<file path="config.mk">
export PLATFORM = sky130hd
export DESIGN_NAME = boolean_cover_gain_select
export DESIGN_NICKNAME = d
export VERILOG_FILES = /design/src/design/bcgs_pkg.sv /design/src/design/bcgs_lane.sv /design/src/design/bcgs_merge.sv /design/src/design/bcgs_accum.sv /design/src/design/boolean_cover_gain_select.sv
export VERILOG_INCLUDE_DIRS = /design/src /design/src/design
export SDC_FILE = /design/constraint.sdc
export NUM_CORES = 1
export LEC_CHECK = 0
export ABC_AREA = 0
export ABC_CLOCK_PERIOD_IN_PS = 12600
export BUFFER_PORTS_ARGS = -buffer_cell sky130_fd_sc_hd__buf_4
export CAP_MARGIN = 20
export CORE_ASPECT_RATIO = 1.5
export CORE_MARGIN = 1
export CORE_UTILIZATION = 35
export CTS_BUF_LIST = sky130_fd_sc_hd__clkbuf_8 sky130_fd_sc_hd__clkbuf_16
export DETAILED_ROUTE_END_ITERATION = 10
export PLACE_DENSITY_LB_ADDON = 0.1
export SLEW_MARGIN = 5
export SYNTH_ARGS = -nofsm -noshare
export SYNTH_HDL_FRONTEND = slang
export SYNTH_SLANG_ARGS = --single-unit
</file>
<file path="constraint.sdc">
create_clock -name i_clk -period 12.6 [get_ports i_clk]
set_input_delay 0.63 -clock i_clk [delete_from_list [all_inputs] [get_ports i_clk]]
set_output_delay 0.63 -clock i_clk [all_outputs]
set_load 0.05 [all_outputs]
</file>
<file path="src/design/boolean_cover_gain_select_defines.svh">
// assertion macros for the boolean cover gain selector
// no dependencies; included by the top level only
`ifndef BOOLEAN_COVER_GAIN_SELECT_DEFINES_SVH
`define BOOLEAN_COVER_GAIN_SELECT_DEFINES_SVH
`ifndef ASSERT_OFF
// property must hold at every clock edge outside reset
`define BCGS_ASSERT(lbl, clk, rst_n, prop) \
    lbl: assert property (@(posedge clk) disable iff (!rst_n) prop) \
        else $error("bcgs assertion failed");
// condition must never be true outside reset
`define BCGS_ASSERT_NEVER(lbl, clk, rst_n, cond) \
    lbl: assert property (@(posedge clk) disable iff (!rst_n) !(cond)) \
        else $error("bcgs forbidden condition seen");
`else
`define BCGS_ASSERT(lbl, clk, rst_n, prop)
`define BCGS_ASSERT_NEVER(lbl, clk, rst_n, cond)
`endif
`endif

</file>
<file path="src/design/bcgs_pkg.sv">
// shared types and constants of the boolean cover gain selector
// no dependencies; used by every module of the block
package bcgs_pkg;

    localparam int ROWS_DEF           = 64;
    localparam int COLUMNS_DEF        = 64;
    localparam int MAX_CANDIDATES_DEF = 1024;

    localparam int DATA_W    = 64;
    localparam int POS_W     = 10;
    localparam int GAIN_W    = 13;
    localparam int COL_W     = 6;
    localparam int CAND_CMP_W = 17;

    // row lanes
    localparam int LANES      = 4;
    localparam int LANE_ROWS  = DATA_W / LANES;
    localparam int LANE_CNT_W = $clog2(LANE_ROWS + 1);
    localparam int SUM_W      = $clog2(DATA_W + 1);

    typedef struct packed {
        logic [DATA_W-1:0] data_column;
        logic [DATA_W-1:0] mask_column;
        logic [DATA_W-1:0] candidate_column;
        logic              last_column;
        logic              last_candidate;
    } t_in_word;

    typedef struct packed {
        logic [POS_W-1:0]  best_position;
        logic [GAIN_W-1:0] best_gain;
        logic [DATA_W-1:0] usage_row;
    } t_out_word;

    typedef struct packed {
        logic last_column;
        logic last_candidate;
    } t_flags;

    typedef struct packed {
        logic [LANE_CNT_W-1:0] hit;
        logic [LANE_CNT_W-1:0] miss;
    } t_lane_cnt;

    typedef struct packed {
        logic             positive;
        logic [SUM_W-1:0] diff;
        t_flags           flags;
    } t_score;

endpackage

</file>
<file path="src/design/bcgs_lane.sv">
// one row lane: hit and miss counts over a slice of the column
// depends on bcgs_pkg
module bcgs_lane (
    input  logic                               i_clk,
    input  logic                               i_en,
    input  logic [bcgs_pkg::LANE_ROWS-1:0]     i_data,
    input  logic [bcgs_pkg::LANE_ROWS-1:0]     i_open,
    input  logic [bcgs_pkg::LANE_ROWS-1:0]     i_cand,
    output bcgs_pkg::t_lane_cnt                o_cnt
);

    bcgs_pkg::t_lane_cnt n_cnt;
    bcgs_pkg::t_lane_cnt r_cnt;

    // count open candidate rows that match or contradict the data
    always_comb begin
        n_cnt = '0;
        for (int r = 0; r < bcgs_pkg::LANE_ROWS; r++) begin
            n_cnt.hit  = n_cnt.hit
                + bcgs_pkg::LANE_CNT_W'(i_cand[r] & i_data[r] & i_open[r]);
            n_cnt.miss = n_cnt.miss
                + bcgs_pkg::LANE_CNT_W'(i_cand[r] & ~i_data[r] & i_open[r]);
        end
    end

    // lane result register
    always_ff @(posedge i_clk) begin
        if (i_en) begin
            r_cnt <= n_cnt;
        end
    end

    assign o_cnt = r_cnt;

endmodule

</file>
<file path="src/design/bcgs_merge.sv">
// merges lane counts into one column score
// depends on bcgs_pkg
module bcgs_merge (
    input  logic                i_clk,
    input  logic                i_en,
    input  bcgs_pkg::t_lane_cnt i_cnt [bcgs_pkg::LANES],
    input  bcgs_pkg::t_flags    i_flags,
    output bcgs_pkg::t_score    o_score
);

    logic [bcgs_pkg::SUM_W-1:0] hit_sum;
    logic [bcgs_pkg::SUM_W-1:0] miss_sum;
    bcgs_pkg::t_score           n_score;
    bcgs_pkg::t_score           r_score;

    // sum lanes
    always_comb begin
        hit_sum  = '0;
        miss_sum = '0;
        for (int l = 0; l < bcgs_pkg::LANES; l++) begin
            hit_sum  = hit_sum + bcgs_pkg::SUM_W'(i_cnt[l].hit);
            miss_sum = miss_sum + bcgs_pkg::SUM_W'(i_cnt[l].miss);
        end
    end

    // score is only used when positive
    always_comb begin
        n_score.positive = hit_sum > miss_sum;
        n_score.diff     = hit_sum - miss_sum;
        n_score.flags    = i_flags;
    end

    always_ff @(posedge i_clk) begin
        if (i_en) begin
            r_score <= n_score;
        end
    end

    assign o_score = r_score;

endmodule

</file>
<file path="src/design/bcgs_accum.sv">
// gain and usage accumulation per candidate, best candidate tracking
// depends on bcgs_pkg
module bcgs_accum #(
    parameter int ROWS           = bcgs_pkg::ROWS_DEF,
    parameter int COLUMNS        = bcgs_pkg::COLUMNS_DEF,
    parameter int MAX_CANDIDATES = bcgs_pkg::MAX_CANDIDATES_DEF
) (
    input  logic                i_clk,
    input  logic                i_rst_n,
    input  logic                i_en,
    input  bcgs_pkg::t_score    i_score,
    output bcgs_pkg::t_out_word o_result
);

    localparam logic [bcgs_pkg::GAIN_W-1:0]     GainCap  =
        bcgs_pkg::GAIN_W'(ROWS * COLUMNS);
    localparam logic [bcgs_pkg::COL_W:0]        ColLimit =
        (bcgs_pkg::COL_W + 1)'(COLUMNS);
    localparam logic [bcgs_pkg::CAND_CMP_W-1:0] CandLimit =
        bcgs_pkg::CAND_CMP_W'(MAX_CANDIDATES);

    logic [bcgs_pkg::COL_W-1:0]  r_col;
    logic [bcgs_pkg::POS_W-1:0]  r_cand;
    logic [bcgs_pkg::GAIN_W-1:0] r_gain;
    logic [bcgs_pkg::DATA_W-1:0] r_usage;
    logic [bcgs_pkg::GAIN_W-1:0] r_best_gain;
    logic [bcgs_pkg::DATA_W-1:0] r_best_usage;
    logic [bcgs_pkg::POS_W-1:0]  r_best_pos;
    logic                        r_have;

    logic [bcgs_pkg::GAIN_W-1:0] sum_gain;
    logic [bcgs_pkg::GAIN_W-1:0] n_gain;
    logic [bcgs_pkg::DATA_W-1:0] n_usage;
    logic [bcgs_pkg::COL_W:0]    col_inc;
    logic [bcgs_pkg::COL_W-1:0]  n_col;
    logic [bcgs_pkg::CAND_CMP_W-1:0] cand_inc;
    logic [bcgs_pkg::POS_W-1:0]  n_cand;
    logic                        take;

    // saturating gain update and usage bit for this column
    always_comb begin
        sum_gain = r_gain + bcgs_pkg::GAIN_W'(i_score.diff);
        n_gain   = r_gain;
        n_usage  = r_usage;
        if (i_score.positive) begin
            n_gain  = (sum_gain > GainCap) ? GainCap : sum_gain;
            n_usage = r_usage | (bcgs_pkg::DATA_W'(1) << r_col);
        end
    end

    // column and candidate counters with wrap
    always_comb begin
        col_inc  = {1'b0, r_col} + 1'b1;
        n_col    = (col_inc >= ColLimit) ? '0 : col_inc[bcgs_pkg::COL_W-1:0];
        cand_inc = bcgs_pkg::CAND_CMP_W'(r_cand) + 1'b1;
        n_cand   = (cand_inc >= CandLimit) ? '0 : cand_inc[bcgs_pkg::POS_W-1:0];
    end

    // first candidate, or a strictly better one, replaces the best
    assign take = i_score.flags.last_column && (!r_have || n_gain > r_best_gain);

    // best after this word, loaded by the top level when a sweep ends
    always_comb begin
        o_result.best_position = take ? r_cand  : r_best_pos;
        o_result.best_gain     = take ? n_gain  : r_best_gain;
        o_result.usage_row     = take ? n_usage : r_best_usage;
    end

    // sweep state
    always_ff @(posedge i_clk) begin
        if (!i_rst_n) begin
            r_col        <= '0;
            r_cand       <= '0;
            r_gain       <= '0;
            r_usage      <= '0;
            r_best_gain  <= '0;
            r_best_usage <= '0;
            r_best_pos   <= '0;
            r_have       <= 1'b0;
        end else if (i_en) begin
            if (!i_score.flags.last_column) begin
                r_col   <= n_col;
                r_gain  <= n_gain;
                r_usage <= n_usage;
            end else begin
                r_col   <= '0;
                r_gain  <= '0;
                r_usage <= '0;
                if (!i_score.flags.last_candidate) begin
                    r_cand <= n_cand;
                    if (take) begin
                        r_have       <= 1'b1;
                        r_best_gain  <= n_gain;
                        r_best_usage <= n_usage;
                        r_best_pos   <= r_cand;
                    end
                end else begin
                    r_cand       <= '0;
                    r_have       <= 1'b0;
                    r_best_gain  <= '0;
                    r_best_usage <= '0;
                    r_best_pos   <= '0;
                end
            end
        end
    end

endmodule

</file>
<file path="src/design/boolean_cover_gain_select.sv">
// Boolean cover gain selector. Each input word carries one data column, its
// covered mask and the current candidate column; the block scores the column,
// accumulates the candidate's gain and usage row, keeps the first strictly
// best candidate and, after the last column of the last candidate, emits one
// output word with best position, gain and usage row. Throughput is one word
// per clock: the rows are split over four lanes that count hits and misses in
// parallel (stage 1), a merge stage adds the lane counts into one score
// (stage 2), and the gain/best update closes the only loop. A
// result passes the lane and merge registers before it is loaded into the
// output register. Words that produce no result keep flowing while an output
// word waits; only a sweep end behind a waiting output word holds the pipe.
// depends on bcgs_pkg, bcgs_lane, bcgs_merge, bcgs_accum and the defines header
`include "boolean_cover_gain_select_defines.svh"

module boolean_cover_gain_select #(
    parameter int ROWS           = bcgs_pkg::ROWS_DEF,
    parameter int COLUMNS        = bcgs_pkg::COLUMNS_DEF,
    parameter int MAX_CANDIDATES = bcgs_pkg::MAX_CANDIDATES_DEF
) (
    input  logic                i_clk,
    input  logic                i_rst_n,
    input  logic                i_valid,
    output logic                o_stall,
    input  bcgs_pkg::t_in_word  i_word,
    output logic                o_valid,
    input  logic                i_stall,
    output bcgs_pkg::t_out_word o_word
);

    localparam logic [bcgs_pkg::GAIN_W-1:0] GainCap =
        bcgs_pkg::GAIN_W'(ROWS * COLUMNS);

    logic [bcgs_pkg::DATA_W-1:0] row_mask;
    logic [bcgs_pkg::DATA_W-1:0] data_m;
    logic [bcgs_pkg::DATA_W-1:0] open_m;
    logic [bcgs_pkg::DATA_W-1:0] cand_m;

    logic                 r_v1;
    logic                 r_v2;
    bcgs_pkg::t_flags     r_flags1;
    bcgs_pkg::t_flags     in_flags;
    bcgs_pkg::t_lane_cnt  lane_cnt [bcgs_pkg::LANES];
    bcgs_pkg::t_score     score;
    bcgs_pkg::t_out_word  result;
    bcgs_pkg::t_out_word  r_out;
    logic                 r_out_valid;

    logic emit;
    logic consume;
    logic adv1;
    logic adv2;
    logic load;

    // rows beyond ROWS are ignored in all three columns
    always_comb begin
        for (int r = 0; r < bcgs_pkg::DATA_W; r++) begin
            row_mask[r] = (r < ROWS);
        end
        data_m = i_word.data_column & row_mask;
        open_m = ~i_word.mask_column & row_mask;
        cand_m = i_word.candidate_column & row_mask;
    end

    assign in_flags.last_column    = i_word.last_column;
    assign in_flags.last_candidate = i_word.last_candidate;

    // pipe flow: only a sweep end waits for the output register
    assign emit    = score.flags.last_column && score.flags.last_candidate;
    assign consume = r_v2 && !(emit && r_out_valid && i_stall);
    assign adv2    = !r_v2 || consume;
    assign adv1    = !r_v1 || adv2;
    assign load    = consume && emit;
    assign o_stall = !adv1;

    // row lanes
    for (genvar l = 0; l < bcgs_pkg::LANES; l++) begin : g_lane
        bcgs_lane u_lane (
            .i_clk  (i_clk),
            .i_en   (adv1),
            .i_data (data_m[l*bcgs_pkg::LANE_ROWS +: bcgs_pkg::LANE_ROWS]),
            .i_open (open_m[l*bcgs_pkg::LANE_ROWS +: bcgs_pkg::LANE_ROWS]),
            .i_cand (cand_m[l*bcgs_pkg::LANE_ROWS +: bcgs_pkg::LANE_ROWS]),
            .o_cnt  (lane_cnt[l])
        );
    end

    // merge lane counts
    bcgs_merge u_merge (
        .i_clk   (i_clk),
        .i_en    (adv2),
        .i_cnt   (lane_cnt),
        .i_flags (r_flags1),
        .o_score (score)
    );

    // accumulate and select
    bcgs_accum #(
        .ROWS           (ROWS),
        .COLUMNS        (COLUMNS),
        .MAX_CANDIDATES (MAX_CANDIDATES)
    ) u_accum (
        .i_clk    (i_clk),
        .i_rst_n  (i_rst_n),
        .i_en     (consume),
        .i_score  (score),
        .o_result (result)
    );

    // stage valids and flags
    always_ff @(posedge i_clk) begin
        if (!i_rst_n) begin
            r_v1 <= 1'b0;
            r_v2 <= 1'b0;
        end else begin
            if (adv1) begin
                r_v1 <= i_valid;
            end
            if (adv2) begin
                r_v2 <= r_v1;
            end
        end
    end

    always_ff @(posedge i_clk) begin
        if (adv1) begin
            r_flags1 <= in_flags;
        end
    end

    // output register
    always_ff @(posedge i_clk) begin
        if (!i_rst_n) begin
            r_out_valid <= 1'b0;
        end else if (load) begin
            r_out_valid <= 1'b1;
        end else if (!i_stall) begin
            r_out_valid <= 1'b0;
        end
    end

    always_ff @(posedge i_clk) begin
        if (load) begin
            r_out <= result;
        end
    end

    assign o_valid = r_out_valid;
    assign o_word  = r_out;

    // checks
    `BCGS_ASSERT(a_out_from_sweep_end, i_clk, i_rst_n, $rose(r_out_valid) |-> $past(load))
    `BCGS_ASSERT(a_stage2_held, i_clk, i_rst_n, (r_v2 && !consume) |=> (r_v2 && $stable(score)))
    `BCGS_ASSERT_NEVER(a_gain_cap, i_clk, i_rst_n, r_out_valid && (r_out.best_gain > GainCap))

endmodule

</file>
==> tab_implementation.tex <==
\begin{tabular}{lr}
\hline
Metric & Value \\
\hline
\multicolumn{2}{l}{\textbf{Yosys}} \\
Area share of and/or/nand/nor cells after synthesis & 0.139 \\
Post-synthesis instance total & 1699 \\
Compound-gate portion of the synthesized area & 0.156 \\
Number of enable-type register cells in the synthesized netlist & 139 \\
Flop and latch count out of synthesis & 323 \\
Adder-Cell Fraction of Synth Area & 0.174 \\
Number of warnings issued by yosys & 0 \\
Largest family of logic cells by synthesized area & adder cells \\
Sequential element share of the synthesized area & 0.442 \\
Fraction of synthesized cell area in xor and xnor cells & 0.0260 \\
Share of async-settable or async-resettable flops after synthesis & 0 \\
Ys flop type & dfxtp\_1 \\
Summed instance area of the synthesized netlist & 0.0178 mm2 \\
Fraction of synthesized area in multiplexers & 0.00929 \\
Syn nets & 2087 \\
Post-synth cell types & 64 \\
Average instance area after synthesis & 10.5 um2 \\
\multicolumn{2}{l}{\textbf{Worst setup path}} \\
Critical path origin & u\_merge.o\_score[2]\$\_DFFE\_PP\_ \\
Delay of the slowest cell on the worst path & 810 ps \\
RR Startpoint & u\_merge.o\_score[2]\$\_DFFE\_PP\_ \\
Startpoint types & flip-flop \\
Crit Path Max Fanout & 102 \\
CP Data Required Time & 13010 ps \\
Kind of critical path & flip-flop to flip-flop \\
Critical Path Sink Type & flip-flop \\
Setup slack of the worst register-to-register path & 6610 ps \\
Destination of the worst register-to-register timing path & u\_accum.r\_best\_usage[44]\$\_SDFFE\_PN0P\_ \\
Cells along the critical path & ha\_1, fa\_1, a211oi\_1, o211ai\_1, nand2\_1, xnor2\_2, o21ai\_0, a22oi\_1, inv\_1, ha\_1, nand4\_1, or4\_1, o211ai\_1, a21oi\_4, buf\_4, buf\_4, a21oi\_1, a22o\_1 \\
Crit path to & u\_accum.r\_best\_usage[44]\$\_SDFFE\_PN0P\_ \\
Critical Path Slowest Stage Cell & buf\_4 \\
Arr. time, crit path & 6400 ps \\
Number of cells on the worst reg-to-reg path & 18 \\
\multicolumn{2}{l}{\textbf{Status}} \\
Result of the run & complete, no violations \\
\multicolumn{2}{l}{\textbf{Global routing}} \\
Total GRT Usage & 0.179 \\
Antenna violations before repair & 1 \\
Wire length of the first global-routing pass & 71700 um \\
Vias in the first global route & 13837 \\
Overflow after GRT & 0 \\
Pin count of the biggest net entering global routing & 103 \\
\multicolumn{2}{l}{\textbf{Routing}} \\
Post-route ant nets & 0 \\
DRC marker count from the first detailed-route iteration & 547 \\
Average routed wire per standard cell & 17.2 um \\
Number of detailed-route iterations in the first pass & 5 \\
Post-detailed-route DRC marker count & 0 \\
Via count of the routed design & 13214 \\
Wire length reported by the detailed router & 45400 um \\
Average via count per standard cell & 5.01 \\
\multicolumn{2}{l}{\textbf{Timing}} \\
Final Critical Period & 5990 ps \\
Setup skew after layout & 23.7 ps \\
Setup TNS after final layout & 0 ps \\
Slew at the pin closest to its max-slew limit & 1080 ps \\
Max\_slew headroom & 0.283 \\
Highest clock frequency the design can meet & 167 MHz \\
Total setup violations reported at the end of the flow & 0 \\
RSZ-0062 raised after global routing & no \\
Final Max Slew Viols & 0 \\
Part of the cycle the worst path needs & 0.475 \\
Count of final hold-check violations & 0 \\
\multicolumn{2}{l}{\textbf{Pwr}} \\
Static leakage power & 9.51 nW \\
Worst-case vdd ir drop & 0.000161 V \\
Net switching power & 1.34 mW \\
Switching part of the total power & 0.348 \\
Internal power contribution & 2.51 mW \\
Ratio of total power to cell area & 177 mW/mm2 \\
Logic pwr share & 0.398 \\
Share of power burned in the clock network & 0.268 \\
Total power consumption of the routed design & 3.85 mW \\
Flop pwr share & 0.334 \\
\multicolumn{2}{l}{\textbf{Finish}} \\
Area growth, synth to finish & 22.2\% \\
Final net count & 2339 \\
Fin area & 0.0217 mm2 \\
Inserted Diodes & 0 \\
Share of final-layout standard cells stronger than drive strength 1 & 0.202 \\
\multicolumn{2}{l}{\textbf{Clock tree}} \\
Htree depth & 2 \\
Later-pin clock latency in the skew report & 540 ps \\
Maximum count of clock buffers along a single path & 3 \\
Clock root buffer & clkbuf\_16 \\
Clock tree from TritonCTS & yes \\
CTS Buf Count & 35 \\
Number of resized instances in the post-cts repair step & 0 \\
Setup repair bufs after CTS & 0 \\
Number of buffers inserted by hold repair at cts & 0 \\
Clock sink total & 323 \\
Register clock-pin slew on the reported worst setup and hold paths & 60 ps \\
\multicolumn{2}{l}{\textbf{Worst hold path}} \\
Min-delay src & i\_word[1] \\
HP Class & primary input to flip-flop \\
\multicolumn{2}{l}{\textbf{Place}} \\
Placed cell area & 0.0206 mm2 \\
Half-perimeter wire length after detailed placement & 34200 um \\
Weighted congestion reported at the end of routability-driven placement & 0.828 \\
Port Buffers & 286 \\
\multicolumn{2}{l}{\textbf{Floorplanning}} \\
Core Region & 0.0499 mm2 \\
DIE HEIGHT & 278 um \\
Total number of placement rows & 100 \\
Area of the die & 0.0517 mm2 \\
Horizontal die dimension & 186 um \\
Initial Utilization & 0.356 \\
Top-level I/O count & 287 \\
\multicolumn{2}{l}{\textbf{Job}} \\
Max Cap Violations & 0 \\
\hline
\end{tabular}
## kinds of logic (layout without fill, tap and decap cells)
family,after synthesis,after routing
XOR/XNOR,52,52
adder cells (fa/ha/maj),190,190
AO/OA/AOI/OAI,432,432
flip-flops,323,323
AND/OR/NAND/NOR,438,438
multiplexers,15,15
buffers and inverters,249,527
## sequential cells by signal, summed over array words and instances, names as in the netlist
register	count
r_flags1	2
u_accum.r_col	6
o_word	87
u_accum.r_gain	13
u_accum.r_usage	64
u_merge.o_score	10
r_v1	1
u_accum.r_cand	10
r_v2	1
u_accum.r_best_pos	10
o_valid	1
g_lane.u_lane.o_cnt	40
u_accum.r_have	1
u_accum.r_best_usage	64
u_accum.r_best_gain	13
## cell usage after synthesis (all sizes together) (5+ instances only)
cell type    n  area [um2]
fa          96        1920
nor2b       27         169
a31oi       14         109
nand3b      18         135
nand4        9        56.3
inv        164         616
o2bb2ai      5        43.8
nor2       169         637
dfxtp      184        3680
nor3         8        40.0
a21o        23         173
o21a        10        75.1
mux2        12         135
a22o        85         744
or3b        22         193
and3        10        62.6
nor3b       46         345
nand3        9        45.0
xor2        17         149
nand2       40         150
ha          94        1180
a32o         7        70.1
o211ai       6        45.0
clkbuf      65         257
a211oi       8        60.1
a21oi      221        1110
xnor2       35         314
and3b       48         420
and2        17         106
edfxtp     139        4170
o21ai       32         160
buf         19        90.1
nand2b      10        62.6
## how the worst min path moves through the flow
stage | endpoint | slack, ps | cells past startpoint
4_1_cts | r_flags1[1]$_DFFE_PN_ | 270 | 1
2_1_floorplan | u_merge.o_score[0]$_DFFE_PP_ | 400 | 0
3_5_place_dp | u_accum.r_best_pos[5]$_SDFFE_PN0P_ | 440 | 2
5_1_grt | r_flags1[1]$_DFFE_PN_ | 260 | 1
6_report | r_flags1[1]$_DFFE_PN_ | 280 | 1
3_3_place_gp | u_accum.r_best_pos[5]$_SDFFE_PN0P_ | 440 | 2
## per-stage QoR
stage	hold WS [ps]	cells	setup WS, ps	util
floorplan	400	1699	8050	-
CTS	268	2638	6110	0.435
finish	280	2640	6610	0.435
global placement	436	2575	6310	0.412
global route	259	2640	6040	0.435
detailed placement	443	2575	6140	0.412
## critical path, delay by kind of cell, from the launching register on
kind | cells | cell delay [ps]
AOI/OAI and AO/OA | 8 | 2270
xor gates and xnor gates | 1 | 250
adders and majority gates | 3 | 1030
buffers and inverters | 3 | 1350
DFF | 1 | 370
and+or+nand+nor | 3 | 450
## routing by layer
metal,GRT usage,vias up,part of all wire
li1,-,6451,-
met3,0.0276,88,0.042
met1,0.183,6359,0.36
met2,0.348,314,0.56
met4,0.0773,2,0.041
met5,0,-,0.00020
## power groups by stage
| stage | clock network, mW | registers [mW] | logic, mW |
|---|---|---|---|
| 6_report | 1.03 | 1.29 | 1.53 |
| 5_1_grt | 1.10 | 1.30 | 1.76 |
| 4_1_cts | 1.06 | 1.29 | 1.57 |
| 3_5_place_dp | 0 | 1.31 | 1.57 |
| 3_3_place_gp | 0 | 1.31 | 1.52 |
| 2_1_floorplan | 0 | 1.31 | 1.15 |
## area by class of cell
class | instances | area, um2
clock buffer | 41 | 981
clock inverter | 22 | 179
fill | 4881 | 28200
inverter | 165 | 621
multi-input combinational | 1127 | 9010
sequential | 323 | 7860
tap | 663 | 830
timing repair buffer | 299 | 2260
## cells in the final DEF, fill, tap and decap left out, drive strengths merged, types with 15 or more instances in the layout
cell,n
a21o,23
or3b,22
edfxtp,139
clkinv,15
nor2b,27
a21oi,221
xor2,17
a22o,85
buf,299
inv,169
nor3b,46
dfxtp,184
ha,94
and3b,48
o21ai,32
nand2,40
nand3b,18
nor2,169
fa,96
clkbuf,41
and2,17
xnor2,35
(Power assumes the default switching activity.)
